[config.mk]
export PLATFORM = sky130hd
export DESIGN_NAME = mfw_queue
export DESIGN_NICKNAME = d
export VERILOG_FILES = /design/src/hw/rtl/mfw_pkg.sv /design/src/hw/rtl/mfw_queue.sv
export SDC_FILE = /design/constraint.sdc
export NUM_CORES = 1
export LEC_CHECK = 0
export ABC_AREA = 1
export BUFFER_PORTS_ARGS = -buffer_cell sky130_fd_sc_hd__buf_2
export CORE_ASPECT_RATIO = 1.75
export CORE_MARGIN = 3
export CORE_UTILIZATION = 27
export DETAILED_ROUTE_END_ITERATION = 12
export SYNTH_ARGS = -nofsm -noshare
export SYNTH_HDL_FRONTEND = slang
export SYNTH_SLANG_ARGS = --single-unit
[constraint.sdc]
create_clock -name clk_i -period 4.26 [get_ports clk_i]
set_clock_uncertainty 0.05 [all_clocks]
set_input_delay 0.426 -clock clk_i [delete_from_list [all_inputs] [get_ports clk_i]]
set_output_delay 0.426 -clock clk_i [all_outputs]
set_load 0.005 [all_outputs]
[src/hw/rtl/mfw_pkg.sv]
package mfw_pkg;

  // sizing limits
  localparam int MAX_WIDTH  = 1024;
  localparam int MAX_RADIUS = 3;

  // register field widths
  localparam int W_W   = 11;
  localparam int H_W   = 13;
  localparam int R_W   = 2;
  localparam int PIX_W = 8;

  localparam int EW_W   = $clog2(MAX_WIDTH + 1);
  localparam int COL_W  = $clog2(MAX_WIDTH);
  localparam int RAD_W  = $clog2(MAX_RADIUS + 1);
  localparam int RR_W   = H_W + 2;
  localparam int CC_W   = COL_W + 2;

  // sample history: span of one full window plus lookahead slack
  localparam int LS_SPAN = 2 * MAX_RADIUS * MAX_WIDTH + 2 * MAX_RADIUS + 1;
  localparam int LS_AW   = $clog2(LS_SPAN + 8);
  localparam int OFF_W   = LS_AW;

  localparam int SIDE_MAX = 2 * MAX_RADIUS + 1;
  localparam int SIDE_W   = $clog2(SIDE_MAX + 1);
  localparam int WIN_MAX  = SIDE_MAX * SIDE_MAX;
  localparam int WIN_AW   = $clog2(WIN_MAX);
  localparam int NCNT_W   = $clog2(WIN_MAX + 1);

  localparam int T_W = $clog2(MAX_WIDTH * (2 ** H_W - 1)
                              + MAX_RADIUS * (MAX_WIDTH + 1) + 1);

  localparam int PADDR_W = 4;
  localparam int PDATA_W = 32;

  typedef enum logic [1:0] {
    REG_WIDTH  = 2'd0,
    REG_HEIGHT = 2'd1,
    REG_RADIUS = 2'd2
  } cfg_reg_e;

  typedef enum logic [1:0] {
    BK_IDLE,
    BK_SCAN,
    BK_FLUSH,
    BK_EMIT
  } back_state_e;

  typedef struct packed {
    logic [EW_W-1:0]  w;
    logic [H_W-1:0]   h;
    logic [RAD_W-1:0] rad;
    logic [OFF_W-1:0] lat;
  } geom_t;

  typedef struct packed {
    logic             has_out;
    logic             last;
    logic [LS_AW-1:0] wp;
    logic [H_W-1:0]   r0;
    logic [COL_W-1:0] c0;
  } job_t;

endpackage

[src/hw/rtl/mfw_queue.sv]
module mfw_queue (
  input  logic          clk_i,
  input  logic          rst_ni,
  input  logic          push_i,
  input  mfw_pkg::job_t job_i,
  input  logic          pop_i,
  output mfw_pkg::job_t job_o,
  output logic          empty_o,
  output logic          full_o
);
  import mfw_pkg::*;

  job_t       mem_q [2];
  logic       wr_ptr_q, rd_ptr_q;
  logic [1:0] cnt_q;

  assign empty_o = (cnt_q == 2'd0);
  assign full_o  = (cnt_q == 2'd2);
  assign job_o   = mem_q[rd_ptr_q];

  always_ff @(posedge clk_i) begin
    if (push_i) begin
      mem_q[wr_ptr_q] <= job_i;
    end
  end

  always_ff @(posedge clk_i or negedge rst_ni) begin
    if (!rst_ni) begin
      wr_ptr_q <= 1'b0;
      rd_ptr_q <= 1'b0;
      cnt_q    <= 2'd0;
    end else begin
      if (push_i) wr_ptr_q <= ~wr_ptr_q;
      if (pop_i)  rd_ptr_q <= ~rd_ptr_q;
      if (push_i && !pop_i)      cnt_q <= cnt_q + 2'd1;
      else if (pop_i && !push_i) cnt_q <= cnt_q - 2'd1;
    end
  end

endmodule

After elaboration in Yosys (flattened, before gate mapping)
Memory sizes are Yosys's and may differ from the RTL's.
Index checks and enable logic that the tools add are counted.
- memories kept: 1
- RAM bits: 76
- bits in registers: 4
- bitwise gates (word level): 2
- reductions and logical operators: 6
- equal/unequal tests: 1
- add/sub/neg operators: 2
- multiplexer cells: 4
- memories (memory ; words ; bits a word ; rd ports ; clocked after Yosys merged registers in ; wr ports ; line ; RTL):
    mem_q ; 2 ; 38 ; 1 ; 0 ; 1 ; mfw_queue.sv:13 ; job_t mem_q [2];
- operators by type and width (cell ; count):
    two-way mux 2 bit ; 2
    adder 2 x 1 -> 2 bit (second input constant) ; 1
    equality test 2 bit (second input constant) ; 1
    logical AND 1 bit ; 2
    zero test 1 bit ; 2
    zero test 2 bit ; 1
    two-way mux 1 bit ; 2
    inverter 1 bit ; 2
    nonzero test 2 bit ; 1
    subtractor 2 x 1 -> 2 bit (second input constant) ; 1

Depth between registers and ports, before layout
Gate-level depths: netlist of run 1.
- word-level depth: 4
- gate-level depth with buffers: 7
- gate-level depth less buffers: 7

Worst setup path before layout of run 1
No wires, ideal clock.
- path type: input -> register
- start point: input push_i
- end point: memory mem_q[0][0] in the netlist's numbering (enable)
- required time: 3.776 ns
- path slack: 1.710 ns
- stages on the path: 2
- setup time: 0.434 ns
- path buffers: 0
- arrival: 2.065 ns
- cell sequence: inv_1 > nor2_1
- word-level cells in the longest chain between the ends: 2
- RTL lines (element ; line ; RTL):
    start: declaration ; mfw_queue.sv:4 ; input logic push_i,
    two-way mux 1 bit ; mfw_queue.sv:22 ; if (push_i) begin
    two-way mux 1 bit (not written as such) ; mfw_queue.sv:23 ; mem_q[wr_ptr_q] <= job_i;
    end: declaration ; mfw_queue.sv:13 ;
No other way between the ends.

==> results of run 1 <==
[stage by stage]
stage | area (um^2) | instances | hold slack [ns] | power, mW
after detailed placement | 3530 | 350 | 0.187 | 1.78
after global placement | 3530 | 350 | 0.183 | 1.76
after floorplan | 3000 | 143 | 0.0804 | 1.53
final | 3850 | 366 | 0.237 | 2.51
after global routing | 3850 | 366 | 0.221 | 2.66
after CTS | 3850 | 366 | 0.217 | 2.58
[cell families after synthesis]
group	count (synthesis)	share of synthesized area, %
AND/OR/NAND/NOR	10	1.38
XOR/XNOR	3	0.877
multiplexers	38	15.5
buffers and inverters	11	2.26
flip-flops	80	79.5
adder cells (fa/ha/maj)	1	0.418
[flip-flops by register name (all words and copies together) (netlist names)]
signal / flops
wr_ptr_q: 1
mem_q: 76
cnt_q: 2
rd_ptr_q: 1
[layout make-up]
class	count	area share, %
inverter	7	0.682
clock buffer	9	5.85
clock inverter	6	2.21
tap	130	4.22
multi-input combinational	52	14.4
sequential	80	61.9
timing repair buffer	82	10.8
[final timing paths]
check / depth (start not counted) / start / endpoint
max: 2 / rd_ptr_q / job_o[1]
min: 1 / job_i[7] / mem_q[0][7]
max reg2reg: 1 / wr_ptr_q / mem_q[0][0]
min reg2reg: 2 / cnt_q[1] / cnt_q[1]
max in group asynchronous: 2 / rst_ni / rd_ptr_q
min in group asynchronous: 2 / rst_ni / cnt_q[1]
[repair_timing]
| action | in CTS | in global routing |
|---|---|---|
| hold buffers | 1 | 0 |
| hold endpoints to repair | 4 | 0 |
| setup buffers | 0 | 0 |
[layer usage]
metal / wire [um] / vias up
met4: 133 / 0
met5: 0 / -
met1: 1910 / 779
met2: 2930 / 53
li1: - / 724
met3: 331 / 11
[layout by cell type (no fill, tap or decap)]
cell type      instances
dlygate4sd3_1          1
edfxtp_1              76
dfrtp_1                3
ha_1                   1
nand3_1                1
nor2_4                 1
inv_2                  1
clkbuf_16              9
xnor2_1                1
xor2_1                 2
clkinv_2               2
mux2_2                28
nor2_1                 2
buf_2                 81
nand2_1                5
clkinvlp_4             2
dfrtp_2                1
inv_1                  6
bufinv_16              2
mux2_4                10
nand4_1                1
[power by group through the flow]
| stage | sequential [mW] | clock, mW | combinational [mW] |
|---|---|---|---|
| after floorplan | 1.10 | 0 | 0.427 |
| after global placement | 1.19 | 0 | 0.568 |
| after detailed placement | 1.20 | 0 | 0.574 |
| after CTS | 1.19 | 0.816 | 0.577 |
| after global routing | 1.20 | 0.842 | 0.613 |
| final | 1.18 | 0.785 | 0.552 |
==> metrics, run 1 <==
worst vdd ir=about 350 uV; DRC=0; Die H=145 um; largest cells by area after synthesis=edfxtp_1, mux2_2, mux2_4; P_leak=1.50 nW; Resize count post-CTS=0; DP HPWL=around 3400 um; count of final setup violators=0; worst path cell trace=mux2_2 -> buf_2; f_max=417 MHz; sequential fraction of the synthesis area=79.5%; R2R setup slack=approximately 2.5 ns; worst-path fanout max=39; Switch Pwr=0.631 mW; status=finished clean; Avg WL per Cell=between 10 and 15 um; full die area=12400 um^2; global-route met1 utilization=under 10%; Iter 0 DRT Violations=44; Reg area=2380 um^2; delay-heaviest family, CP=flip-flops; final worst setup slack=between 1.5 and 2 ns; Port Buffers=81; critical path launch point type=flip-flop; Slew Viols, Final=0; Post-Synthesis Net Count=around 190; EDFF count, synth=76; Routed Antenna Nets=0; clock slew at reported path FFs=0.06 ns; power share of the clock group=a little under a third; worst hold path type=input port to flip-flop; GR peak layer=met2; Clock Sinks=80; post-synthesis cell area=between 2000 and 3000 um^2; Initial Util=approximately 28%; switching share of total power=25.1%; syn avg cell area=20.9 um^2; multi-input logic area=553 um^2; core area=10800 um^2; synthesized instance count=143; top cell type by total area after synthesis=edfxtp_1; first-pass GRT wire length=8490 um; Max Root-Sink Buffers=2; share of cells above drive strength 1=58.1%; largest net degree at the start of global routing=40; crit end category=primary output; Root Buffer=clkbuf_16; # diodes=0; Slowest-stage cell, CP=dfrtp_2; cts bufs inserted=9; post-route minimum period=2.40 ns; top cells by count, synth=edfxtp_1, mux2_2, mux2_4, inv_1, nand2_1; flops & latches, synth=80; Final Hold Fails=0; most frequent cell after synthesis=edfxtp_1; combinational share of power=22.0%; max-cap violations=0; Global Route met3 Usage=between 3 and 4%; Setup TNS=0 ns; GP Congestion=about 0.67; I/O pins=82; synth warn=0; via count=1567; vias in the first global route=1721; relative slew slack=21.6%; CTS tree=built; Slew @ Worst Pin=1.17 ns; Yosys cell types=15; filler instances=1042; post-synth top area share=76.2%; CP Class=flip-flop to primary output; GRT overflow=0; top_reg_cell synth=edfxtp_1; Detailed Routing Iterations Pass 1=4; Finished Core Util=a little over a third; clock latency on the worst-skew pair=0.32 ns; width of the die=85.6 um; Core Rows=50; Int Pwr=1.88 mW; Crit path largest cell delay=1.04 ns; GR Util met2=between 15 and 20%; Tcrit/Tclk final=a little under three fifths; Layout area overhead=28.6%; power density over the cells=653 nW/um^2; H-tree Lvls=3; Required @ worst endpoint=3.78 ns; CP arrival=~1.9 ns; nets=275; RSZ-0062 raised after global routing=false; CP bufs+invs=1; drt via density=4.28; gr usage total=9.01%; wirelength, routed=5310 um; number of antenna violations at the first check in global routing=0; Place WS=2.13 ns; share of power burned in registers=46.8%; fraction of registers with async set/reset=5.00%
Power figures use the tool's default switching activity.
==> run 2: changes to the inputs <==
Clock period 4.26 ns to 2.5 ns, I/O delays scaled along.
==> metrics, run 2 (synthesis results as in run 1) <==
Setup TNS=0 ns (unchanged); crit end category=primary output (unchanged); Routed Antenna Nets=0 (unchanged); via count=1563 (was 1567); vias in the first global route=1699 (was 1721); count of final setup violators=0 (unchanged); critical path launch point type=flip-flop (unchanged); Die H=145 um (unchanged); Finished Layout Cells=371 (was 366); Slew @ Worst Pin=0.475 ns (was 1.17 ns); width of the die=85.6 um (unchanged); # diodes=0 (unchanged); H-tree Lvls=3 (unchanged); Avg WL per Cell=14.4 um (was 14.5 um); Detailed Routing Iterations Pass 1=4 (unchanged); Post-CTS Setup Repair Bufs=0 (unchanged); cts bufs inserted=9 (unchanged); Tcrit/Tclk final=81.3%; power density over the cells=1100 nW/um^2 (was 653 nW/um^2); Resize count post-CTS=0 (unchanged); full die area=12400 um^2 (unchanged); Initial Util=27.8% (unchanged); worst-path fanout max=25 (was 39); nets=279 (was 275); Iter 0 DRT Violations=64 (was 44); GRT overflow=0 (unchanged); core area=10800 um^2 (unchanged); post-route minimum period=2.03 ns; gr usage total=9.34% (was 9.01%); most common cell after layout, fill and taps aside=buf_2 (unchanged); placed inst area=3590 um^2 (was 3530 um^2); DRC=0 (unchanged); Top reg by flops=mem_q (unchanged); Final Hold Fails=0 (unchanged); Clock Sinks=80 (unchanged); CP Class=flip-flop to primary output (unchanged); clock slew at reported path FFs=0.06 ns (about the same); wirelength, routed=5350 um (was 5310 um); f_max=492 MHz; status=finished clean (unchanged); most frequent cells in the layout=buf_2, edfxtp_1, mux2_2 (unchanged); worst hold path type=input port to flip-flop (unchanged); clock latency on the worst-skew pair=0.33 ns (was 0.32 ns); fin area=3910 um^2 (was 3850 um^2); max-cap violations=0 (unchanged); worst vdd ir=672 uV (was 352 uV); Port Buffers=81 (unchanged); Power, Total=4.31 mW (was 2.51 mW); Max Root-Sink Buffers=2 (unchanged); GP Congestion=0.673 (was 0.667); Required @ worst endpoint=2.20 ns (was 3.78 ns); CTS tree=built (unchanged); Largest register FFs=76 (unchanged); largest net degree at the start of global routing=28 (was 40); Cells after DPL=354 (was 350); largest registers=mem_q (76), cnt_q (2) (unchanged); number of antenna violations at the first check in global routing=2 (was 0); share of cells above drive strength 1=58.5% (was 58.1%); Core Rows=50 (unchanged); Layout area overhead=30.4% (was 28.6%); first-pass GRT wire length=8490 um (unchanged); Slew Viols, Final=0 (unchanged); drt via density=4.21 (was 4.28); Finished Core Util=36.3% (was 35.8%); DP HPWL=3770 um (was 3390 um); Root Buffer=clkbuf_16 (unchanged); RSZ-0062 raised after global routing=false (unchanged); P_leak=1.54 nW (was 1.50 nW); relative slew slack=68.3% (was 21.6%); I/O pins=82 (unchanged); CP arrival=1.73 ns (was 1.92 ns)
==> run 2: cell types whose count changed in the layout (fill, tap and decap cells not counted), sizes merged <==
cell,delta
clkinvlp,-2
clkbuf,+4
bufinv,-1
buf,+4
==> run 2: worst max-delay path, cell delays in order, from the launching register on <==
cell     delay (ns)
dfrtp_2        0.64
buf_12         0.26
mux2_2         0.36
buf_2          0.13
==> run 2: worst paths after layout <==
path                            depth (start not counted)            to  slack (ns)      start
worst max-delay path                                    3     job_o[32]        0.47   rd_ptr_q
min in group asynchronous                               2      cnt_q[1]        0.21     rst_ni
worst min-delay path                                    1  mem_q[1][25]        0.06  job_i[25]
worst min register to register                          2      cnt_q[1]        0.46   cnt_q[1]
worst max register to register                          3  mem_q[1][19]        0.98   wr_ptr_q
max in group asynchronous                               2      rd_ptr_q        2.06     rst_ni
==> run 2: through the flow <==
stage,worst slack [ns],hold slack (ns)
floorplan,0.00318,-0.0956
global placement,0.799,0.0119
detailed placement,0.786,0.0112
CTS,0.420,0.0395
global route,0.353,0.0403
finish,0.468,0.0585
==> run 2: metal layers <==
metal / GRT usage (%) / vias up / share of wire (%)
met5: 0 / - / 0.58
met4: 4.28 / 4 / 2.3
met3: 4.87 / 15 / 7.7
met2: 16.0 / 51 / 56
met1: 9.09 / 758 / 34
li1: - / 735 / -
==> run 2: layout make-up <==
type,count,area (um^2)
repair buffers,86,470
multi-input cells,52,553
fillers,1034,6850
clock buffers,13,270
clock inverters,3,40.0
inverters,7,26.3
flip-flops and latches,80,2380
well taps,130,163
==> run 2: what timing repair did <==
action                                  CTS  global route
hold buffers                              1             0
endpoints found under the setup margin    0             0
endpoints found under the hold margin     4             0
==> run 2: power breakdown <==
part           total, mW  switching (mW)  leakage [nW]  internal, mW
clock               1.31           0.461         0.156         0.851
combinational       1.08           0.472         0.621         0.606
sequential          1.92           0.136         0.759          1.78
total               4.31            1.07          1.54          3.24
