`config.mk`:
```
export PLATFORM = sky130hd
export DESIGN_NAME = mfw_front
export DESIGN_NICKNAME = d
export VERILOG_FILES = /design/src/hw/rtl/mfw_pkg.sv /design/src/hw/rtl/mfw_front.sv
export SDC_FILE = /design/constraint.sdc
export NUM_CORES = 1
export LEC_CHECK = 0
export BUFFER_PORTS_ARGS = -buffer_cell sky130_fd_sc_hd__buf_2
export CORE_UTILIZATION = 40
export CTS_CLUSTER_SIZE = 25
export DETAILED_ROUTE_END_ITERATION = 16
export PLACE_DENSITY_LB_ADDON = 0.05
export SLEW_MARGIN = 0
export SYNTH_ARGS = -nofsm -noshare
export SYNTH_HDL_FRONTEND = slang
export SYNTH_SLANG_ARGS = --single-unit
```
`constraint.sdc`:
```
create_clock -name clk_i -period 6.7 [get_ports clk_i]
set_clock_uncertainty 0.05 [all_clocks]
set_input_delay 1.005 -clock clk_i [delete_from_list [all_inputs] [get_ports clk_i]]
set_output_delay 1.005 -clock clk_i [all_outputs]
set_load 0.03 [all_outputs]
```
`src/hw/rtl/mfw_pkg.sv`:
```
package mfw_pkg;

  // sizing limits
  localparam int MAX_WIDTH  = 1024;
  localparam int MAX_RADIUS = 3;

  // register field widths
  localparam int W_W   = 11;
  localparam int H_W   = 13;
  localparam int R_W   = 2;
  localparam int PIX_W = 8;

  localparam int EW_W   = $clog2(MAX_WIDTH + 1);
  localparam int COL_W  = $clog2(MAX_WIDTH);
  localparam int RAD_W  = $clog2(MAX_RADIUS + 1);
  localparam int RR_W   = H_W + 2;
  localparam int CC_W   = COL_W + 2;

  // sample history: span of one full window plus lookahead slack
  localparam int LS_SPAN = 2 * MAX_RADIUS * MAX_WIDTH + 2 * MAX_RADIUS + 1;
  localparam int LS_AW   = $clog2(LS_SPAN + 8);
  localparam int OFF_W   = LS_AW;

  localparam int SIDE_MAX = 2 * MAX_RADIUS + 1;
  localparam int SIDE_W   = $clog2(SIDE_MAX + 1);
  localparam int WIN_MAX  = SIDE_MAX * SIDE_MAX;
  localparam int WIN_AW   = $clog2(WIN_MAX);
  localparam int NCNT_W   = $clog2(WIN_MAX + 1);

  localparam int T_W = $clog2(MAX_WIDTH * (2 ** H_W - 1)
                              + MAX_RADIUS * (MAX_WIDTH + 1) + 1);

  localparam int PADDR_W = 4;
  localparam int PDATA_W = 32;

  typedef enum logic [1:0] {
    REG_WIDTH  = 2'd0,
    REG_HEIGHT = 2'd1,
    REG_RADIUS = 2'd2
  } cfg_reg_e;

  typedef enum logic [1:0] {
    BK_IDLE,
    BK_SCAN,
    BK_FLUSH,
    BK_EMIT
  } back_state_e;

  typedef struct packed {
    logic [EW_W-1:0]  w;
    logic [H_W-1:0]   h;
    logic [RAD_W-1:0] rad;
    logic [OFF_W-1:0] lat;
  } geom_t;

  typedef struct packed {
    logic             has_out;
    logic             last;
    logic [LS_AW-1:0] wp;
    logic [H_W-1:0]   r0;
    logic [COL_W-1:0] c0;
  } job_t;

endpackage

```
`src/hw/rtl/mfw_front.sv`:
```
module mfw_front (
  input  logic                         clk_i,
  input  logic                         rst_ni,
  input  logic [mfw_pkg::W_W-1:0]      width_i,
  input  logic [mfw_pkg::H_W-1:0]      height_i,
  input  logic [mfw_pkg::R_W-1:0]      radius_i,
  input  logic                         cfg_wr_i,
  input  logic                         in_valid_i,
  output logic                         in_stall_o,
  input  logic                         mode_i,
  input  logic [mfw_pkg::PIX_W-1:0]    pixel_i,
  input  logic                         q_full_i,
  output logic                         push_o,
  output mfw_pkg::job_t                job_o,
  output mfw_pkg::geom_t               geom_o,
  output logic                         we_o,
  output logic [mfw_pkg::LS_AW-1:0]    waddr_o,
  output logic [mfw_pkg::PIX_W-1:0]    wdata_o
);
  import mfw_pkg::*;

  logic [EW_W-1:0]  w_eff;
  logic [H_W-1:0]   h_eff;
  logic [RAD_W-1:0] rad_eff;

  logic [1:0]       settle_q, settle_d;
  geom_t            geom_q;
  logic [T_W-1:0]   total_q, t_end_q;
  logic [T_W-1:0]   t_q, t_d;
  logic [COL_W-1:0] col_q, col_d;
  logic [H_W-1:0]   row_q, row_d;
  logic [LS_AW-1:0] wp_q;
  logic             acc, has_out, last;

  always_comb begin
    if (width_i == '0)                 w_eff = EW_W'(1);
    else if (int'(width_i) > MAX_WIDTH) w_eff = EW_W'(MAX_WIDTH);
    else                               w_eff = EW_W'(width_i);
    h_eff = (height_i == '0) ? H_W'(1) : height_i;
    rad_eff = (int'(radius_i) > MAX_RADIUS) ? RAD_W'(MAX_RADIUS) : RAD_W'(radius_i);
  end

  // geometry pipeline: products are registered first, the end index in the cycle after
  always_ff @(posedge clk_i) begin
    geom_q.w   <= w_eff;
    geom_q.h   <= h_eff;
    geom_q.rad <= rad_eff;
    geom_q.lat <= OFF_W'(rad_eff * (w_eff + EW_W'(1)));
    total_q    <= T_W'(w_eff * h_eff);
    t_end_q    <= total_q + T_W'(geom_q.lat) - T_W'(1);
  end

  assign geom_o     = geom_q;
  assign in_stall_o = q_full_i || (settle_q != 2'd0);
  assign acc        = in_valid_i && !in_stall_o;
  assign has_out    = (t_q >= T_W'(geom_q.lat));
  assign last       = (t_q == t_end_q);

  assign we_o    = acc && (t_q < total_q);
  assign waddr_o = wp_q;
  assign wdata_o = mode_i ? '0 : pixel_i;

  assign push_o       = acc;
  assign job_o.has_out = has_out;
  assign job_o.last    = last;
  assign job_o.wp      = wp_q;
  assign job_o.r0      = row_q;
  assign job_o.c0      = col_q;

  always_comb begin
    settle_d = (settle_q != 2'd0) ? settle_q - 2'd1 : 2'd0;
    t_d   = t_q;
    col_d = col_q;
    row_d = row_q;
    if (cfg_wr_i) begin
      settle_d = 2'd2;
      t_d   = '0;
      col_d = '0;
      row_d = '0;
    end else if (acc) begin
      if (last) begin
        t_d   = '0;
        col_d = '0;
        row_d = '0;
      end else begin
        t_d = t_q + T_W'(1);
        if (has_out) begin
          if (EW_W'(col_q) + EW_W'(1) >= geom_q.w) begin
            col_d = '0;
            row_d = row_q + H_W'(1);
          end else begin
            col_d = col_q + COL_W'(1);
          end
        end
      end
    end
  end

  always_ff @(posedge clk_i or negedge rst_ni) begin
    if (!rst_ni) begin
      settle_q <= 2'd2;
      t_q      <= '0;
      col_q    <= '0;
      row_q    <= '0;
      wp_q     <= '0;
    end else begin
      settle_q <= settle_d;
      t_q      <= t_d;
      col_q    <= col_d;
      row_q    <= row_d;
      if (acc) wp_q <= wp_q + LS_AW'(1);
    end
  end

endmodule

```
; ---- Word-level counts from Yosys, hierarchy flattened
; Index checks and enable logic that the tools add are counted.
[word_totals]
input_bits = 40
elab_cells = 58
reg_bits = 149
output_inout_bits = 101
[op_classes]
n_reduce_logical = 12
mux = 19
order_cmp = 4
multipliers = 2
addsub = 9
n_eq_ne = 1
[op_table]
columns = op, count
row1 = $mux W13, 6
row2 = $mux W24, 3
row3 = $mux W10, 5
row4 = $add A13 B1 Y13 const B, 2
row5 = $add A24 B1 Y24 const B, 1
row6 = $add A24 B13 Y24, 1
row7 = $eq A24 B24 Y1, 1
row8 = $ge A24 B13 Y1, 1
row9 = $lt A24 B24 Y1, 1
row10 = $mul A11 B13 Y24, 1
row11 = $sub A24 B1 Y24 const B, 1
row12 = $mux W11, 2
row13 = $logic_not A13 Y1, 1
row14 = $mul A2 B12 Y13, 1
row15 = $add A11 B1 Y12 const B, 1
row16 = $add A10 B1 Y11 const B, 1
row17 = $ge A11 B11 Y1, 1
row18 = $gt A11 B11 Y1 const B, 1
row19 = $logic_not A11 Y1, 1
row20 = $add A10 B1 Y10 const B, 1
row21 = $mux W8, 1
row22 = $reduce_bool A3 Y1, 2
row23 = $mux W2, 2
row24 = $reduce_bool A2 Y1, 2
row25 = 6 further kinds, 7

; ---- Depth between registers and ports, before layout
[depth]
depth_word = 7
depth_mapped = 26

; ---- Least setup slack after synthesis
; Ideal clock, no wire load.
[synth_path]
kind = input to register
from = input width_i[4] (netlist bit)
to = register total_q[21]
t_arrival_ns = 6.492
stages = 23
setup_slack_ns = 0.038
path_buffers = 2
cell_sequence = nor4_1 nand3_1 o21ai_0 clkbuf_1 and2_1 clkbuf_1 nand2_1 fa_1 fa_1 fa_1 inv_1 fa_1 inv_1 fa_1 inv_1 ha_1 or3_1 o21ai_0 a21oi_1 a221o_1 a21oi_1 nor4bb_1 a211o_1
[synth_between]
elab_chain_cells = 4
word_cells_on_any_way = 5
classes_between = mul (1) / order compare (1) / mux (2) / reduce/logical (1)
[synth_lines]
columns = item, line_no
row1 = start: declaration, mfw_front.sv:4  ; input logic [mfw_pkg::W_W-1:0] width_i,
row2 = $gt A11 B11 Y1, mfw_front.sv:37  ; else if (int'(width_i) > MAX_WIDTH) w_eff = EW_W'(MAX_WIDTH);
row3 = $mux W11, mfw_front.sv:37
row4 = $mux W11 *, mfw_front.sv:36  ; if (width_i == '0) w_eff = EW_W'(1);
row5 = via w_eff[6], mfw_front.sv:22  ; logic [EW_W-1:0] w_eff;
row6 = $mul A11 B13 Y24 *, mfw_front.sv:49  ; total_q <= T_W'(w_eff * h_eff);
row7 = end signal: assignment, mfw_front.sv:49
row8 = end: declaration, mfw_front.sv:28  ; logic [T_W-1:0] total_q, t_end_q;
; Mark *: on every way through the listed nets, which the timed path passes. The rest lies on a longest branch.
; A chain may end at the register's enable or synchronous reset.

; ---- Final worst setup path
[layout_path]
from = input width_i[4] (netlist bit)
to = register total_q[21]
[layout_between]
elab_chain_cells = 4
word_cells_on_any_way = 5
classes_between = mul (1) / order compare (1) / mux (2) / reduce/logical (1)
[layout_lines]
columns = item, line_no
row1 = $gt A11 B11 Y1, mfw_front.sv:37
row2 = $mux W11, mfw_front.sv:37
row3 = $mux W11 *, mfw_front.sv:36
row4 = $mul A11 B13 Y24 *, mfw_front.sv:49
; Every way passes the cells marked *; elsewhere a longest branch is shown, timed or not.

==> flow_summary.toml <==
[setup_path]
crit_arrival_ns = 6.61
worstSetupPathType = "primary input to flip-flop"
critPathMaxFanout = 6
cp-start-kind = "primary input"
r2r_cells = 11
worstSetupEndpointType = "flip-flop"
crit_required_ns = 6.97

[die]
die_area_sq_um = 33800
row_count = 66
fp.dieH_um = 184
io_pins = 141
start_util_pct = 40.7
core_area_sq_um = 32500
dieWidth_um = 184

[yosys]
synth-edff-count = 0
syn-num-nets = 1794
synth_top_cell_by_area = "fa_1"
syn_area_per_cell_sq_um = 8.86
yosys_warnings = 0
async_reset_ff_share_pct = 41.6
yosysUniqueCellTypes = 66
synthTopCellsByArea = "fa_1, ha_1, dfxtp_1"
synth_top_flop_cell = "dfxtp_1"
synth_top_area_share_pct = 15.1
syn_inst = 1494
netlist_area_sq_um = 13200
synth-seq-cells = 149
ys_seq_area_share_pct = 24.9

[grt]
grt_pass1_wl_um = 52800
grt_max_degree = 63
grt_pass1_vias = 10200
antenna_found_initial = 0
grt-ovfl-total = 0
grt.total_usage_pct = 19.8

[power_and_ir_drop]
cellPowerDensity_nw_per_um2 = 305
ir_worst_vdd_v = 0.000219
p_comb_share_pct = 52.4
p_seq_share_pct = 25.9
switchingPower_uw = 1920
p_sw_share_pct = 41.2
internal_power_uw = 2730
p_clk_share_pct = 21.7
leakagePower_uw = 0.00786
total_power_uw = 4650

[sta]
tns_ns = 0
rsz0062_at_grt = "no"
worstMarginPinSlew_ns = 0.843
final.min_clock_period_ns = 6.34
drv_slew = 0
setup_viol = 0
hold_violations = 0
fmax_mhz = 158
final.period_utilization_pct = 94.6
whs_ns = 0.400
slew_headroom_pct = 43.8

[drt]
drtIter0Drc = 453
viasPerCell = 4.85
ant_nets = 0
route.detailed.drc = 0
vias = 10100
wl_per_cell_um = 15.5
detail_route.first_pass.iterations = 6
routed_wl_um = 32400

[placement]
placed_area_sq_um = 14600
portBuffers = 140
routabilityCongestion = 0.841
place_inst = 2061
dp_hpwl_um = 26100

[finish]
num-fill-cells = 3292
final_cells = 2093
fin_area_sq_um = 15300
layout-drive-gt1-share_pct = 15.5
multi_input_area_sq_um = 8730
nNetsFinal = 1938
antennaDiodeCount = 0
seq_area_sq_um = 3290
syn2layout_area_growth_pct = 15.3

[clock_tree]
postCtsHoldBufs = 0
cts_resized = 0
cts_root_buffer = "clkbuf_16"
cts_made_buffers = 17
postCtsSetupRepairBufs = 0
clkLatencyLatePin_ns = 0.43
cts.htree.levels = 4
clockBufferDepth = 2
cts_sinks = 149
clkTransAtPathRegs_ns = 0.07
cts_tree = "yes"

[flow_run]
drv_cap = 0

[worst_hold_path]
hold_class = "flip-flop to flip-flop"
hold_depth = 1

[status]
status = "completed"
[through the flow]
| stage | worst slack [ns] | utilization [%] |
|---|---|---|
| 3_3_place_gp | -0.151 | 45.0 |
| 6_report | 0.362 | 46.9 |
| 4_1_cts | 0.212 | 46.9 |
| 5_1_grt | 0.00611 | 46.9 |
| 3_5_place_dp | -0.224 | 45.0 |
| 2_1_floorplan | 0.0383 | - |
[flip-flops by register name, summed over array words and instances (netlist names)]
name,count
settle_q,2
t_q,24
waddr_o,13
col_q,10
total_q,24
row_q,13
geom_o,39
t_end_q,24
[layer usage]
| metal | up-vias | part of all wire [%] | GRT usage [%] |
|---|---|---|---|
| li1 | 5114 | - | - |
| met1 | 4836 | 50 | 27.8 |
| met2 | 160 | 46 | 32.0 |
| met3 | 31 | 2.9 | 2.60 |
| met4 | 0 | 1.4 | 4.97 |
| met5 | - | 0 | 0 |
[critical path, cell delays in order]
cell and delay (ns):
buf_2 0.13, nor4_2 0.29, nand3_1 0.13, o21ai_1 0.19
buf_4 0.15, and2_1 0.24, nand2_1 0.11, fa_1 0.45
fa_1 0.51, fa_1 0.49, inv_1 0.06, fa_1 0.52
inv_1 0.05, fa_1 0.52, inv_1 0.04, ha_1 0.31
or3_1 0.35, o21ai_0 0.08, a21oi_1 0.08, a221o_1 0.37
a21oi_1 0.20, nor4bb_1 0.08, a211o_1 0.23
[logic make-up after synthesis]
group / Yosys count / synth area share (%)
AOI/OAI and AO/OA: 180 / 8.52
xor gates and xnor gates: 126 / 8.34
adders and majority gates: 260 / 30.3
buffers and inverters: 304 / 9.21
DFF: 149 / 24.9
muxes: 5 / 0.407
other: 1 / 0.0283
and+or+nand+nor: 469 / 18.3
[power by group through the flow]
stage	clock, uW	sequential (uW)	combinational, uW
global route	1070	1220	2770
floorplan	0	1260	1730
global placement	0	1220	2430
CTS	1030	1200	2470
finish	1010	1200	2440
detailed placement	0	1220	2450
[cell usage in the layout, fill, tap and decap left out, types with 4 or more instances in the layout]
cell       instances
xnor2_1           62
nand2b_1          14
and2_1            79
dfrtp_1           61
a31oi_1            4
nand2_1          121
a211oi_1           8
or3_1              6
o21a_1             6
inv_6              7
nand4_1           31
and3_1            36
dfxtp_1           87
nor2_1            80
clkbuf_16         18
buf_2            140
a21oi_1           55
nor4_1            13
nand3_1           28
a21o_1            25
nor2b_1           31
o21bai_1           4
nor3_1            12
fa_1             100
o21ai_1           10
o21ai_0           36
inv_1            221
ha_1             160
xor2_1            64
buf_4             66
[area by class of cell]
type | count | share of cell area [%]
multi-input cells | 1041 | 57.2
flip-flops and latches | 149 | 21.6
repair buffers | 208 | 8.10
inverters | 221 | 5.44
well taps | 442 | 3.63
clock buffers | 19 | 3.04
clock inverters | 13 | 0.984
[worst paths after layout]
check	start	end	slack [ns]
worst min-delay path	settle_q[0]	settle_q[0]	0.40
min in group asynchronous	rst_ni	t_q[21]	0.67
worst max-delay path	width_i[4]	total_q[21]	0.36
max in group asynchronous	rst_ni	col_q[2]	5.33
worst max register to register	col_q[0]	row_q[0]	2.71
worst min register to register	settle_q[0]	settle_q[0]	0.40
[Yosys cell counts (16+ instances only)]
cell,count
a21oi_1,55
dfrtp_1,61
nand2_1,121
ha_1,160
buf_4,16
and3_1,36
dfxtp_1,87
nor2b_1,31
and2_1,79
xor2_1,64
nand4_1,31
inv_1,221
nor2_1,80
xnor2_1,62
a21o_1,25
nand3_1,28
fa_1,100
o21ai_0,37
clkbuf_1,60
Note: power is estimated with default switching activity, not from simulation.
