## config.mk

```make
export PLATFORM = sky130hd
export DESIGN_NAME = mfw_back
export DESIGN_NICKNAME = d
export VERILOG_FILES = /design/src/hw/rtl/mfw_pkg.sv /design/src/hw/rtl/mfw_back.sv
export SDC_FILE = /design/constraint.sdc
export NUM_CORES = 1
export LEC_CHECK = 0
export ABC_AREA = 1
export BUFFER_PORTS_ARGS = -buffer_cell sky130_fd_sc_hd__buf_2
export CAP_MARGIN = 20
export CORE_UTILIZATION = 58
export DETAILED_ROUTE_END_ITERATION = 6
export PLACE_DENSITY = 0.79
export SLEW_MARGIN = 10
export SYNTH_ARGS = -nofsm -noshare
export SYNTH_HDL_FRONTEND = slang
export SYNTH_SLANG_ARGS = --single-unit
```

## constraint.sdc

```tcl
create_clock -name clk_i -period 2.7 [get_ports clk_i]
set_input_delay 0.54 -clock clk_i [delete_from_list [all_inputs] [get_ports clk_i]]
set_output_delay 0.54 -clock clk_i [all_outputs]
set_load 0.01 [all_outputs]
```

## src/hw/rtl/mfw_pkg.sv

```systemverilog
package mfw_pkg;

  // sizing limits
  localparam int MAX_WIDTH  = 1024;
  localparam int MAX_RADIUS = 3;

  // register field widths
  localparam int W_W   = 11;
  localparam int H_W   = 13;
  localparam int R_W   = 2;
  localparam int PIX_W = 8;

  localparam int EW_W   = $clog2(MAX_WIDTH + 1);
  localparam int COL_W  = $clog2(MAX_WIDTH);
  localparam int RAD_W  = $clog2(MAX_RADIUS + 1);
  localparam int RR_W   = H_W + 2;
  localparam int CC_W   = COL_W + 2;

  // sample history: span of one full window plus lookahead slack
  localparam int LS_SPAN = 2 * MAX_RADIUS * MAX_WIDTH + 2 * MAX_RADIUS + 1;
  localparam int LS_AW   = $clog2(LS_SPAN + 8);
  localparam int OFF_W   = LS_AW;

  localparam int SIDE_MAX = 2 * MAX_RADIUS + 1;
  localparam int SIDE_W   = $clog2(SIDE_MAX + 1);
  localparam int WIN_MAX  = SIDE_MAX * SIDE_MAX;
  localparam int WIN_AW   = $clog2(WIN_MAX);
  localparam int NCNT_W   = $clog2(WIN_MAX + 1);

  localparam int T_W = $clog2(MAX_WIDTH * (2 ** H_W - 1)
                              + MAX_RADIUS * (MAX_WIDTH + 1) + 1);

  localparam int PADDR_W = 4;
  localparam int PDATA_W = 32;

  typedef enum logic [1:0] {
    REG_WIDTH  = 2'd0,
    REG_HEIGHT = 2'd1,
    REG_RADIUS = 2'd2
  } cfg_reg_e;

  typedef enum logic [1:0] {
    BK_IDLE,
    BK_SCAN,
    BK_FLUSH,
    BK_EMIT
  } back_state_e;

  typedef struct packed {
    logic [EW_W-1:0]  w;
    logic [H_W-1:0]   h;
    logic [RAD_W-1:0] rad;
    logic [OFF_W-1:0] lat;
  } geom_t;

  typedef struct packed {
    logic             has_out;
    logic             last;
    logic [LS_AW-1:0] wp;
    logic [H_W-1:0]   r0;
    logic [COL_W-1:0] c0;
  } job_t;

endpackage

```

## src/hw/rtl/mfw_back.sv

```systemverilog
module mfw_back (
  input  logic                      clk_i,
  input  logic                      rst_ni,
  input  mfw_pkg::geom_t            geom_i,
  input  logic                      q_empty_i,
  input  mfw_pkg::job_t             q_job_i,
  output logic                      q_pop_o,
  output logic                      rd_en_o,
  output logic [mfw_pkg::LS_AW-1:0] raddr_o,
  input  logic [mfw_pkg::PIX_W-1:0] rdata_i,
  output logic                      out_valid_o,
  input  logic                      out_stall_i,
  output logic [mfw_pkg::PIX_W-1:0] filtered_o,
  output logic                      frame_end_o
);
  import mfw_pkg::*;

  back_state_e       state_q, state_d;
  logic [LS_AW-1:0]  wp_q, wp_d;
  logic [COL_W-1:0]  c0_q, c0_d;
  logic              last_q, last_d;
  logic [RR_W-1:0]   rr_q, rr_d;
  logic [CC_W-1:0]   cc_q, cc_d;
  logic [SIDE_W-1:0] dcn_q, dcn_d, drn_q, drn_d, side_end;
  logic [OFF_W-1:0]  off_q, off_d, rowoff_q, rowoff_d;
  logic              rd_vld_q, rd_vld_d;
  logic [NCNT_W-1:0] n_q, n_d;
  logic [PIX_W-1:0]  win_q [WIN_MAX];
  logic [PIX_W-1:0]  win_ins [WIN_MAX];
  logic [WIN_MAX-1:0] gt;
  logic              inframe, out_free, load_out;
  logic              out_valid_q;
  logic [PIX_W-1:0]  out_data_q;
  logic              out_last_q;

  assign side_end = SIDE_W'({geom_i.rad, 1'b0});
  assign inframe  = !rr_q[RR_W-1] && (rr_q < RR_W'(geom_i.h))
                 && !cc_q[CC_W-1] && (cc_q < CC_W'(geom_i.w));
  assign out_free = !out_valid_q || !out_stall_i;
  assign rd_en_o  = (state_q == BK_SCAN) && inframe;
  assign raddr_o  = wp_q - LS_AW'(off_q);

  // insertion sorter: a slot past the fill count counts as greater
  for (genvar i = 0; i < WIN_MAX; i++) begin : g_sort
    assign gt[i] = (NCNT_W'(i) >= n_q) || (win_q[i] > rdata_i);
    if (i == 0) begin : g_head
      assign win_ins[i] = gt[i] ? rdata_i : win_q[i];
    end else begin : g_body
      assign win_ins[i] = !gt[i] ? win_q[i] : (gt[i-1] ? win_q[i-1] : rdata_i);
    end
  end

  always_ff @(posedge clk_i) begin
    if (rd_vld_q) begin
      for (int i = 0; i < WIN_MAX; i++) win_q[i] <= win_ins[i];
    end
  end

  always_comb begin
    state_d  = state_q;
    wp_d     = wp_q;
    c0_d     = c0_q;
    last_d   = last_q;
    rr_d     = rr_q;
    cc_d     = cc_q;
    dcn_d    = dcn_q;
    drn_d    = drn_q;
    off_d    = off_q;
    rowoff_d = rowoff_q;
    rd_vld_d = 1'b0;
    n_d      = rd_vld_q ? n_q + NCNT_W'(1) : n_q;
    q_pop_o  = 1'b0;
    load_out = 1'b0;
    case (state_q)
      BK_IDLE: begin
        if (!q_empty_i) begin
          q_pop_o = 1'b1;
          if (q_job_i.has_out) begin
            wp_d     = q_job_i.wp;
            c0_d     = q_job_i.c0;
            last_d   = q_job_i.last;
            rr_d     = RR_W'(q_job_i.r0) - RR_W'(geom_i.rad);
            cc_d     = CC_W'(q_job_i.c0) - CC_W'(geom_i.rad);
            dcn_d    = '0;
            drn_d    = '0;
            off_d    = OFF_W'({geom_i.lat, 1'b0});
            rowoff_d = OFF_W'({geom_i.lat, 1'b0});
            n_d      = '0;
            state_d  = BK_SCAN;
          end
        end
      end
      BK_SCAN: begin
        rd_vld_d = inframe;
        if (dcn_q == side_end) begin
          if (drn_q == side_end) begin
            state_d = BK_FLUSH;
          end else begin
            drn_d    = drn_q + SIDE_W'(1);
            dcn_d    = '0;
            rr_d     = rr_q + RR_W'(1);
            cc_d     = CC_W'(c0_q) - CC_W'(geom_i.rad);
            rowoff_d = rowoff_q - OFF_W'(geom_i.w);
            off_d    = rowoff_q - OFF_W'(geom_i.w);
          end
        end else begin
          dcn_d = dcn_q + SIDE_W'(1);
          cc_d  = cc_q + CC_W'(1);
          off_d = off_q - OFF_W'(1);
        end
      end
      BK_FLUSH: begin
        state_d = BK_EMIT;
      end
      BK_EMIT: begin
        if (out_free) begin
          load_out = 1'b1;
          state_d  = BK_IDLE;
        end
      end
      default: begin
        state_d = BK_IDLE;
      end
    endcase
  end

  always_ff @(posedge clk_i) begin
    wp_q     <= wp_d;
    c0_q     <= c0_d;
    last_q   <= last_d;
    rr_q     <= rr_d;
    cc_q     <= cc_d;
    dcn_q    <= dcn_d;
    drn_q    <= drn_d;
    off_q    <= off_d;
    rowoff_q <= rowoff_d;
    if (load_out) begin
      out_data_q <= (n_q == '0) ? '0 : win_q[WIN_AW'(n_q >> 1)];
      out_last_q <= last_q;
    end
  end

  always_ff @(posedge clk_i or negedge rst_ni) begin
    if (!rst_ni) begin
      state_q     <= BK_IDLE;
      rd_vld_q    <= 1'b0;
      n_q         <= '0;
      out_valid_q <= 1'b0;
    end else begin
      state_q  <= state_d;
      rd_vld_q <= rd_vld_d;
      n_q      <= n_d;
      if (load_out)         out_valid_q <= 1'b1;
      else if (!out_stall_i) out_valid_q <= 1'b0;
    end
  end

  assign out_valid_o = out_valid_q;
  assign filtered_o  = out_data_q;
  assign frame_end_o = out_last_q;

endmodule

```

### Word-level counts from Yosys, hierarchy flattened

Memory sizes are Yosys's and may differ from the RTL's. A register that Yosys moved wholly into a read port is not among the register bits.
Cells that the tools add are included.

| storage, ports and cells | value |
|---|---|
| flip-flop bits (word level) | 94 |
| RAM bits | 392 |
| input bits | 89 |
| logic and storage cells | 346 |
| memories | 1 |

| cells by class | value |
|---|---|
| add/subtract/negate cells | 11 |
| magnitude comparators | 100 |
| eq/ne operators | 13 |
| mux-type cells | 141 |
| bitwise operators | 1 |
| reductions and logical operators | 65 |

Memory list:

| memory | depth | width | rd ports | clocked after memory_dff | write ports | RTL line | RTL |
|---|---|---|---|---|---|---|---|
| win_q | 49 | 8 | 50 | 1 | 49 | mfw_back.sv:28 | `logic [PIX_W-1:0] win_q [WIN_MAX];` |

Operator list:

| kind | number |
|---|---|
| $mux W8 | 97 |
| $gt A8 B8 Y1 | 49 |
| $ge A6 B6 Y1 const A | 17 |
| $ge A5 B6 Y1 const A | 16 |
| $mux W13 | 5 |
| $mux W15 | 4 |
| $pmux W13 S2 | 2 |
| $logic_or A1 B1 Y1 | 50 |
| $ge A4 B6 Y1 const A | 8 |
| $mux W12 | 4 |
| $pmux W15 S2 | 1 |
| $ge A3 B6 Y1 const A | 4 |
| $mux W6 | 4 |
| $pmux W12 S2 | 1 |
| $sub A10 B2 Y11 | 2 |
| $mux W3 | 6 |
| $add A15 B1 Y15 const B | 1 |
| $lt A15 B13 Y1 | 1 |
| $sub A13 B2 Y14 | 1 |
| $sub A13 B1 Y13 const B | 1 |
| $sub A13 B11 Y13 | 1 |
| $sub A13 B13 Y13 | 1 |
| $add A12 B1 Y12 const B | 1 |
| $ge A1 B6 Y1 const A | 2 |
| 23 further kinds | 52 |

### Longest topological paths before layout

Gate-level depths: netlist of run 1.

| logic depth | value |
|---|---|
| word-level depth | 5 |
| mapped depth | 13 |
| gate-level depth less buffers | 13 |

### Least setup slack after synthesis of run 1

Ideal clock, no wire load.

| timing | value |
|---|---|
| path kind | input -> register |
| start | input rdata_i[1] (netlist name) |
| end | memory win_q[16][0], enable pin |
| setup time | 0.375 ns |
| arrival time | 2.767 ns |
| required time | 2.325 ns |
| setup slack | -0.443 ns |
| stages | 11 |
| path buffers | 1 |
| path through | clkbuf_1 -> inv_1 -> ha_1 -> inv_1 -> nor2_1 -> nor2_1 -> o21ai_0 -> nand2_1 -> nand3_1 -> nand2_1 -> a21oi_1 |

RTL lines:

| what | RTL line | RTL |
|---|---|---|
| start, declared | mfw_back.sv:10 | `input logic [mfw_pkg::PIX_W-1:0] rdata_i,` |
| end, declared | mfw_back.sv:28 |  |

### Worst setup path in the final report of run 1

| timing | value |
|---|---|
| start | register off_q[1] |
| end | output raddr_o[6] (netlist name) |

| between the ends | value |
|---|---|
| cells in the longest elaborated chain, start to end | 1 |

RTL lines:

| what | RTL line | RTL |
|---|---|---|
| start, declared | mfw_back.sv:25 | `logic [OFF_W-1:0] off_q, off_d, rowoff_q, rowoff_d;` |
| start signal, assigned | mfw_back.sv:135 | `off_q <= off_d;` |
| $sub A13 B13 Y13 | mfw_back.sv:41 | `assign raddr_o = wp_q - LS_AW'(off_q);` |
| end, declared | mfw_back.sv:9 | `output logic [mfw_pkg::LS_AW-1:0] raddr_o,` |

Every way passes these cells.

==> flow_metrics.py, run 1 <==
metrics = {
    "run": {
        "cap_violations": 0,
    },
    "logic_synthesis": {
        "synth_edf_count": 348,
        "asyncSetResetFlopFracSynth_pct": 2.79,
        "synth_flop_cell": "edfxtp_1",
        "synth_seq_cells": 358,
        "mappedNetlistNets": 3866,
        "seq_area_frac_synth_pct": 39.2,
        "synthCells": 3453,
        "synth.distinct_cells": 58,
        "yosysWarnings": 0,
        "synth_area_sq_um": 27300,
        "syn_area_per_cell_sq_um": 7.90,
    },
    "min_path": {
        "hold_path_depth": 1,
        "min_to": "last_q$_DFFE_PP_",
        "hold_class": "input pin to flip-flop",
        "hp-start": "q_job_i[36]",
    },
    "global_routing": {
        "track_usage_pct": 34.2,
        "grt_max_degree": 76,
        "antenna_found_initial": 0,
        "grt_pass1_vias": 23800,
        "gr-total-overflow": 0,
        "grt_first_pass_wirelength_mm": 127,
    },
    "route": {
        "viasPerCell": 5.90,
        "drc_errors": 0,
        "vias": 25400,
        "wl_per_cell_um": 19.2,
        "drt_iter0_drc": 2924,
        "ant_nets": 0,
        "wl_mm": 82.5,
        "drt_pass1_iterations": 6,
    },
    "setup_path": {
        "rrSetupSlack_ns": 0.13,
        "required_ns": 2.16,
        "reg2reg_from": "off_q[0]$_SDFFCE_PN0P_",
        "arrival_ns": 2.37,
        "endpoint_kind": "output pin",
        "critical_path_peak_fanout": 3,
        "r2r_end": "off_q[10]$_DFFE_PP_",
        "start_kind": "flip-flop",
        "worstSetupPathType": "flip-flop to output pin",
        "rr_worst_depth": 13,
    },
    "finish": {
        "seq_area_sq_um": 10700,
        "synthToLayoutAreaGrowth_pct": 15.8,
        "fillCellCount": 3734,
        "multi_input_area_sq_um": 15700,
        "antenna_cells": 0,
        "finalInstanceArea_sq_um": 31600,
        "nets": 4073,
        "drive_gt1_share_pct": 13.7,
    },
    "cts": {
        "ctsHtreeMaxLevel": 2,
        "clock-sinks": 358,
        "cts_buffer_depth": 3,
        "tritoncts": "done",
        "cts_made_buffers": 43,
        "clk_pin_slew_ns": 0.07,
        "root_buffer": "clkbuf_16",
        "insertion_delay_ns": 0.57,
    },
    "floorplan": {
        "die_w_um": 219,
        "die_h_um": 219,
        "start_util_pct": 58.7,
        "io_pins": 114,
        "fp.coreArea_sq_um": 46500,
        "dieArea_sq_um": 47900,
        "fp-row-count": 79,
    },
    "sta": {
        "min_period_ns": 2.91,
        "setup_tns_ns": -1.31,
        "finClkSkew_ns": 0.0214,
        "rsz0062_at_grt": "true",
        "min_period_over_period_pct": 108,
        "slew_headroom_pct": 32.3,
        "fmax_mhz": 344,
        "tightest_slew_ns": 1.01,
        "slew_viol_final": 0,
        "setup_ws_ns": -0.210,
        "setup_viol": 10,
        "finalHoldViolations": 0,
    },
    "run_status": {
        "failed_checks": "negative setup slack",
        "status": "finished with violations",
    },
    "power": {
        "powerDensity_nw_per_um2": 763,
        "ir_drop_v": 0.000589,
        "power.leakage_nw": 14.5,
    },
    "placement": {
        "dp_hpwl_mm": 56.1,
        "post_dp_cell_area_sq_um": 29600,
        "pre_cts_slack_ns": 0.0413,
        "place_congestion": 0.921,
        "portBuffers": 112,
    },
}
-- where the power goes --
part / internal, W / total (W) / switching, W / leakage, nW
Combinational: 0.00362 / 0.0101 / 0.00644 / 10.5
Sequential: 0.00741 / 0.00811 / 0.000703 / 3.30
Clock: 0.00356 / 0.00593 / 0.00237 / 0.691
-- final cells by class --
cell class,instances,area share [%]
tap,607,2.41
multi-input combinational,2712,49.8
sequential,358,33.9
inverter,286,3.48
timing repair buffer,259,5.96
clock buffer,59,3.77
clock inverter,20,0.714
-- cells in the mapped netlist, types with 4 or more instances --
cell,count,share of area [%]
a21oi_1,184,3.4
a22oi_1,13,0.36
and2_1,4,0.092
buf_1,4,0.055
buf_2,42,0.77
buf_4,7,0.19
clkbuf_1,40,0.55
dfrtp_1,10,0.92
edfxtp_1,348,38
fa_1,5,0.37
ha_1,319,15
inv_1,267,3.7
inv_2,13,0.18
nand2_1,1138,16
nand2_2,18,0.41
nand3_1,371,6.8
nand3b_1,15,0.41
nand4_1,42,0.96
nor2_1,277,3.8
nor3_1,13,0.24
o211ai_1,15,0.41
o21a_1,9,0.25
o21ai_0,136,2.5
o21ai_1,35,0.64
o21ai_2,18,0.58
o21bai_1,4,0.11
or2_2,6,0.14
xnor2_1,18,0.58
xor2_1,30,0.96
-- state kept, by name, indices dropped and copies added (netlist names), 2 cells and up --
| register | cells |
|---|---|
| wp_q | 13 |
| dcn_q | 3 |
| drn_q | 3 |
| rowoff_q | 13 |
| n_q | 6 |
| c0_q | 10 |
| win_q | 256 |
| state_q | 2 |
| off_q | 13 |
| filtered_o | 8 |
| cc_q | 12 |
| rr_q | 15 |
-- layer usage --
layer,global-route usage (%),vias up,wire [um]
met4,14.8,0,3500
met3,6.20,268,7860
met5,0,-,0
met2,54.4,1298,37600
li1,-,12200,-
met1,45.6,11600,33500
-- worst max path at each step --
stage,from,end,slack [ns],cells past startpoint
after floorplan,rdata_i[3],win_q[0][0]$_DFFE_PP_,-0.22,9
after global placement,geom_i[23],rd_en_o,0.09,9
after detailed placement,rdata_i[1],win_q[1][6]$_DFFE_PP_,0.04,12
after CTS,off_q[0]$_SDFFCE_PN0P_,raddr_o[10],-0.22,8
after global routing,off_q[6]$_DFFE_PP_,raddr_o[9],-0.29,8
final,off_q[1]$_DFFE_PP_,raddr_o[6],-0.21,7
-- timing repair --
item                                    in CTS  in global routing
pin swaps                                   16                 11
hold buffers                                 1                  0
endpoints found under the setup margin      11                 12
buffers inserted                            18                 13
hold endpoints to repair                    10                  0
gates resized for setup                     37                 29
-- stage by stage --
| step | instances | util, % | power (W) | hold WS [ns] |
|---|---|---|---|---|
| 6_report | 4301 | 67.9 | 0.0241 | 0.137 |
| 5_1_grt | 4301 | 67.9 | 0.0255 | 0.124 |
| 4_1_cts | 4289 | 67.5 | 0.0234 | 0.123 |
| 3_5_place_dp | 4191 | 63.8 | 0.0171 | 0.417 |
| 3_3_place_gp | 4191 | 63.8 | 0.0168 | 0.405 |
| 2_1_floorplan | 3453 | - | 0.0141 | 0.244 |
-- kinds of logic (layout without fill, tap and decap cells) --
kind of cell               Yosys count  after routing  synth area share (%)
AOI/OAI and AO/OA                  443            443                  9.39
xor gates and xnor gates            48             48                  1.54
and+or+nand+nor                   1897           1897                  29.1
buffers and inverters              383            624                  5.74
adders and majority gates          324            324                  15.0
DFF                                358            358                  39.2
-- critical path, stage by stage, from the launching register on --
cell and delay (ns):
edfxtp_1 0.47, buf_6 0.17, fa_2 0.40, buf_4 0.16
nor3_2 0.16, nor2_1 0.06, xnor2_1 0.21, buf_2 0.17
-- placed cells by master (no fill, tap or decap), types with 45 or more instances in the layout --
cell,instances
ha_1,297
nor2_1,272
o21ai_0,125
buf_4,126
clkbuf_16,45
edfxtp_1,348
nand3_1,365
a21oi_1,144
buf_2,112
nand2_1,1130
inv_1,255
(Power assumes the default switching activity.)
==> run 2, diff against run 1 <==
- BUFFER_PORTS_ARGS: -buffer_cell sky130_fd_sc_hd__buf_2 -> -buffer_cell sky130_fd_sc_hd__buf_4
==> run 2 against run 1 <==
Against the previous run: the run still ends with negative setup slack left; register-to-register slack improved by 0.04 ns; hold slack got worse by 0.015 ns; die area did not move; sequential cell count did not move; design area rose by 0.13%; sequential power barely moved; largest cell class unchanged.
==> flow_metrics.py, run 2 (same netlist as run 1, synthesis figures left out) <==
metrics = {
    "cts": {
        "cts_made_buffers": 43,
        "cts_buffer_depth": 3,
        "tritoncts": "done",
        "clock-sinks": 358,
        "root_buffer": "clkbuf_16",
        "insertion_delay_ns": 0.59,
        "ctsHtreeMaxLevel": 2,
        "clk_pin_slew_ns": 0.07,
    },
    "power": {
        "ir_drop_v": 0.000514,
        "p_int_w": 0.0145,
        "power.leakage_nw": 14.5,
        "power_switching_w": 0.00944,
        "power.share.clock_pct": 24.6,
        "powerDensity_nw_per_um2": 759,
        "seq_power_share_pct": 33.8,
        "switching_share_pct": 39.4,
        "p_comb_share_pct": 41.6,
    },
    "finish": {
        "final_cell_mix": "1132 x nand2_1, 367 x nand3_1, 348 x edfxtp_1",
        "finalInstanceArea_sq_um": 31600,
        "largestRegisters": "win_q: 256 flops, rr_q: 15 flops",
        "fillCellCount": 3800,
        "drive_gt1_share_pct": 13.1,
        "largest_reg_flops": 256,
        "utilization_pct": 68.0,
        "stdcell_count": 4286,
        "top_register": "win_q",
        "synthToLayoutAreaGrowth_pct": 15.9,
        "antenna_cells": 0,
        "nets": 4059,
        "final_common_cell": "nand2_1",
    },
    "route": {
        "drc_errors": 0,
        "viasPerCell": 5.90,
        "vias": 25300,
        "drt_iter0_drc": 2764,
        "wl_per_cell_um": 18.9,
        "drt_pass1_iterations": 6,
        "wl_mm": 81.0,
        "ant_nets": 0,
    },
    "sta": {
        "fmax_mhz": 335,
        "rsz0062_at_grt": "true",
        "slew_headroom_pct": 34.3,
        "min_period_ns": 2.98,
        "setup_ws_ns": -0.282,
        "finalHoldViolations": 0,
        "tightest_slew_ns": 0.983,
        "slew_viol_final": 0,
        "finClkSkew_ns": 0.0343,
        "whs_ns": 0.122,
        "min_period_over_period_pct": 110,
        "setup_viol": 10,
    },
    "setup_path": {
        "reg2reg_from": "n_q[1]$_DFF_PN0_",
        "start_kind": "flip-flop",
        "crit_path_start": "off_q[0]$_SDFFCE_PN0P_",
        "arrival_ns": 2.44,
        "required_ns": 2.16,
        "worstSetupPathType": "flip-flop to output pin",
        "rr_worst_depth": 8,
        "endpoint_kind": "output pin",
        "r2r_end": "filtered_o[3]$_SDFFCE_PN0P_",
        "rrSetupSlack_ns": 0.17,
        "critical_path_peak_fanout": 3,
        "endpoint": "raddr_o[10]",
    },
    "global_routing": {
        "track_usage_pct": 33.5,
        "gr-total-overflow": 0,
        "grt_max_degree": 45,
        "grt_first_pass_wirelength_mm": 125,
        "antenna_found_initial": 0,
        "grt_pass1_vias": 23700,
    },
    "min_path": {
        "hold_class": "input pin to flip-flop",
        "hold_path_depth": 1,
    },
    "run_status": {
        "failed_checks": "negative setup slack",
        "status": "finished with violations",
    },
    "floorplan": {
        "fp.coreArea_sq_um": 46500,
        "fp-row-count": 79,
        "dieArea_sq_um": 47900,
        "start_util_pct": 58.7,
        "die_h_um": 219,
        "die_w_um": 219,
        "io_pins": 114,
    },
    "placement": {
        "post_dp_cell_area_sq_um": 29800,
        "place_inst": 4184,
        "portBuffers": 112,
        "place_congestion": 0.944,
        "dp_hpwl_mm": 56.9,
    },
    "run": {
        "cap_violations": 0,
    },
}
[run 2: changes by cell type in the layout (fill, tap and decap cells not counted), moves of 3 or more]
cell | previous run | this run
inv_6 | 1 | 4
buf_6 | 4 | 1
buf_2 | 112 | 0
buf_12 | 16 | 12
buf_4 | 126 | 231
[run 2: cell type report]
type | instances | area (sq um) | share of cell area [%]
flip-flops and latches | 358 | 10700 | 33.9
inverters | 286 | 1100 | 3.48
clock inverters | 21 | 234 | 0.740
clock buffers | 57 | 1150 | 3.63
multi-input cells | 2712 | 15700 | 49.6
repair buffers | 245 | 2000 | 6.31
well taps | 607 | 759 | 2.40
[run 2: timing repair]
item                                    in CTS  in global routing
hold endpoints to repair                    10                  0
hold buffers                                 1                  0
endpoints found under the setup margin      11                 12
resized for setup                           22                 26
setup buffers                               11                 13
pin swaps                                    8                  9
[run 2: worst min path at each step]
| stage | from | to | slack [ns] |
|---|---|---|---|
| after floorplan | rst_ni | n_q[0]$_DFF_PN0_ | 0.24 |
| after global placement | rst_ni | out_valid_o$_DFFE_PN0P_ | 0.39 |
| after detailed placement | rst_ni | out_valid_o$_DFFE_PN0P_ | 0.39 |
| after CTS | q_job_i[36] | last_q$_DFFE_PP_ | 0.10 |
| after global routing | q_job_i[36] | last_q$_DFFE_PP_ | 0.12 |
| final | q_job_i[36] | last_q$_DFFE_PP_ | 0.12 |
[run 2: critical path, cell delays in order (launching register included)]
cell and delay (ns):
edfxtp_1 0.44, ha_4 0.21, fa_2 0.37, o21ai_2 0.17, buf_6 0.13, a21oi_4 0.05
o21bai_1 0.16, xor2_1 0.18, buf_4 0.15
[run 2: power by group through the flow]
stage | clock, W | combinational (W) | sequential [W]
floorplan | 0 | 0.00612 | 0.00800
global placement | 0 | 0.00882 | 0.00819
detailed placement | 0 | 0.00903 | 0.00821
CTS | 0.00591 | 0.00944 | 0.00807
global route | 0.00612 | 0.0110 | 0.00818
finish | 0.00589 | 0.00999 | 0.00811
[run 2: through the flow]
stage	worst slack (ns)	setup TNS (ns)	power (W)
after detailed placement	0.102	0	0.0172
after CTS	-0.304	-1.64	0.0234
final	-0.282	-1.58	0.0240
after floorplan	-0.222	-71.69	0.0141
after global placement	0.162	0	0.0170
after global routing	-0.350	-2.33	0.0253
[run 2: metal layers]
layer,routed length (um),global-route usage (%)
met1,33100,44.7
met2,37600,54.8
met5,0,0
met3,7460,5.24
met4,2820,12.9
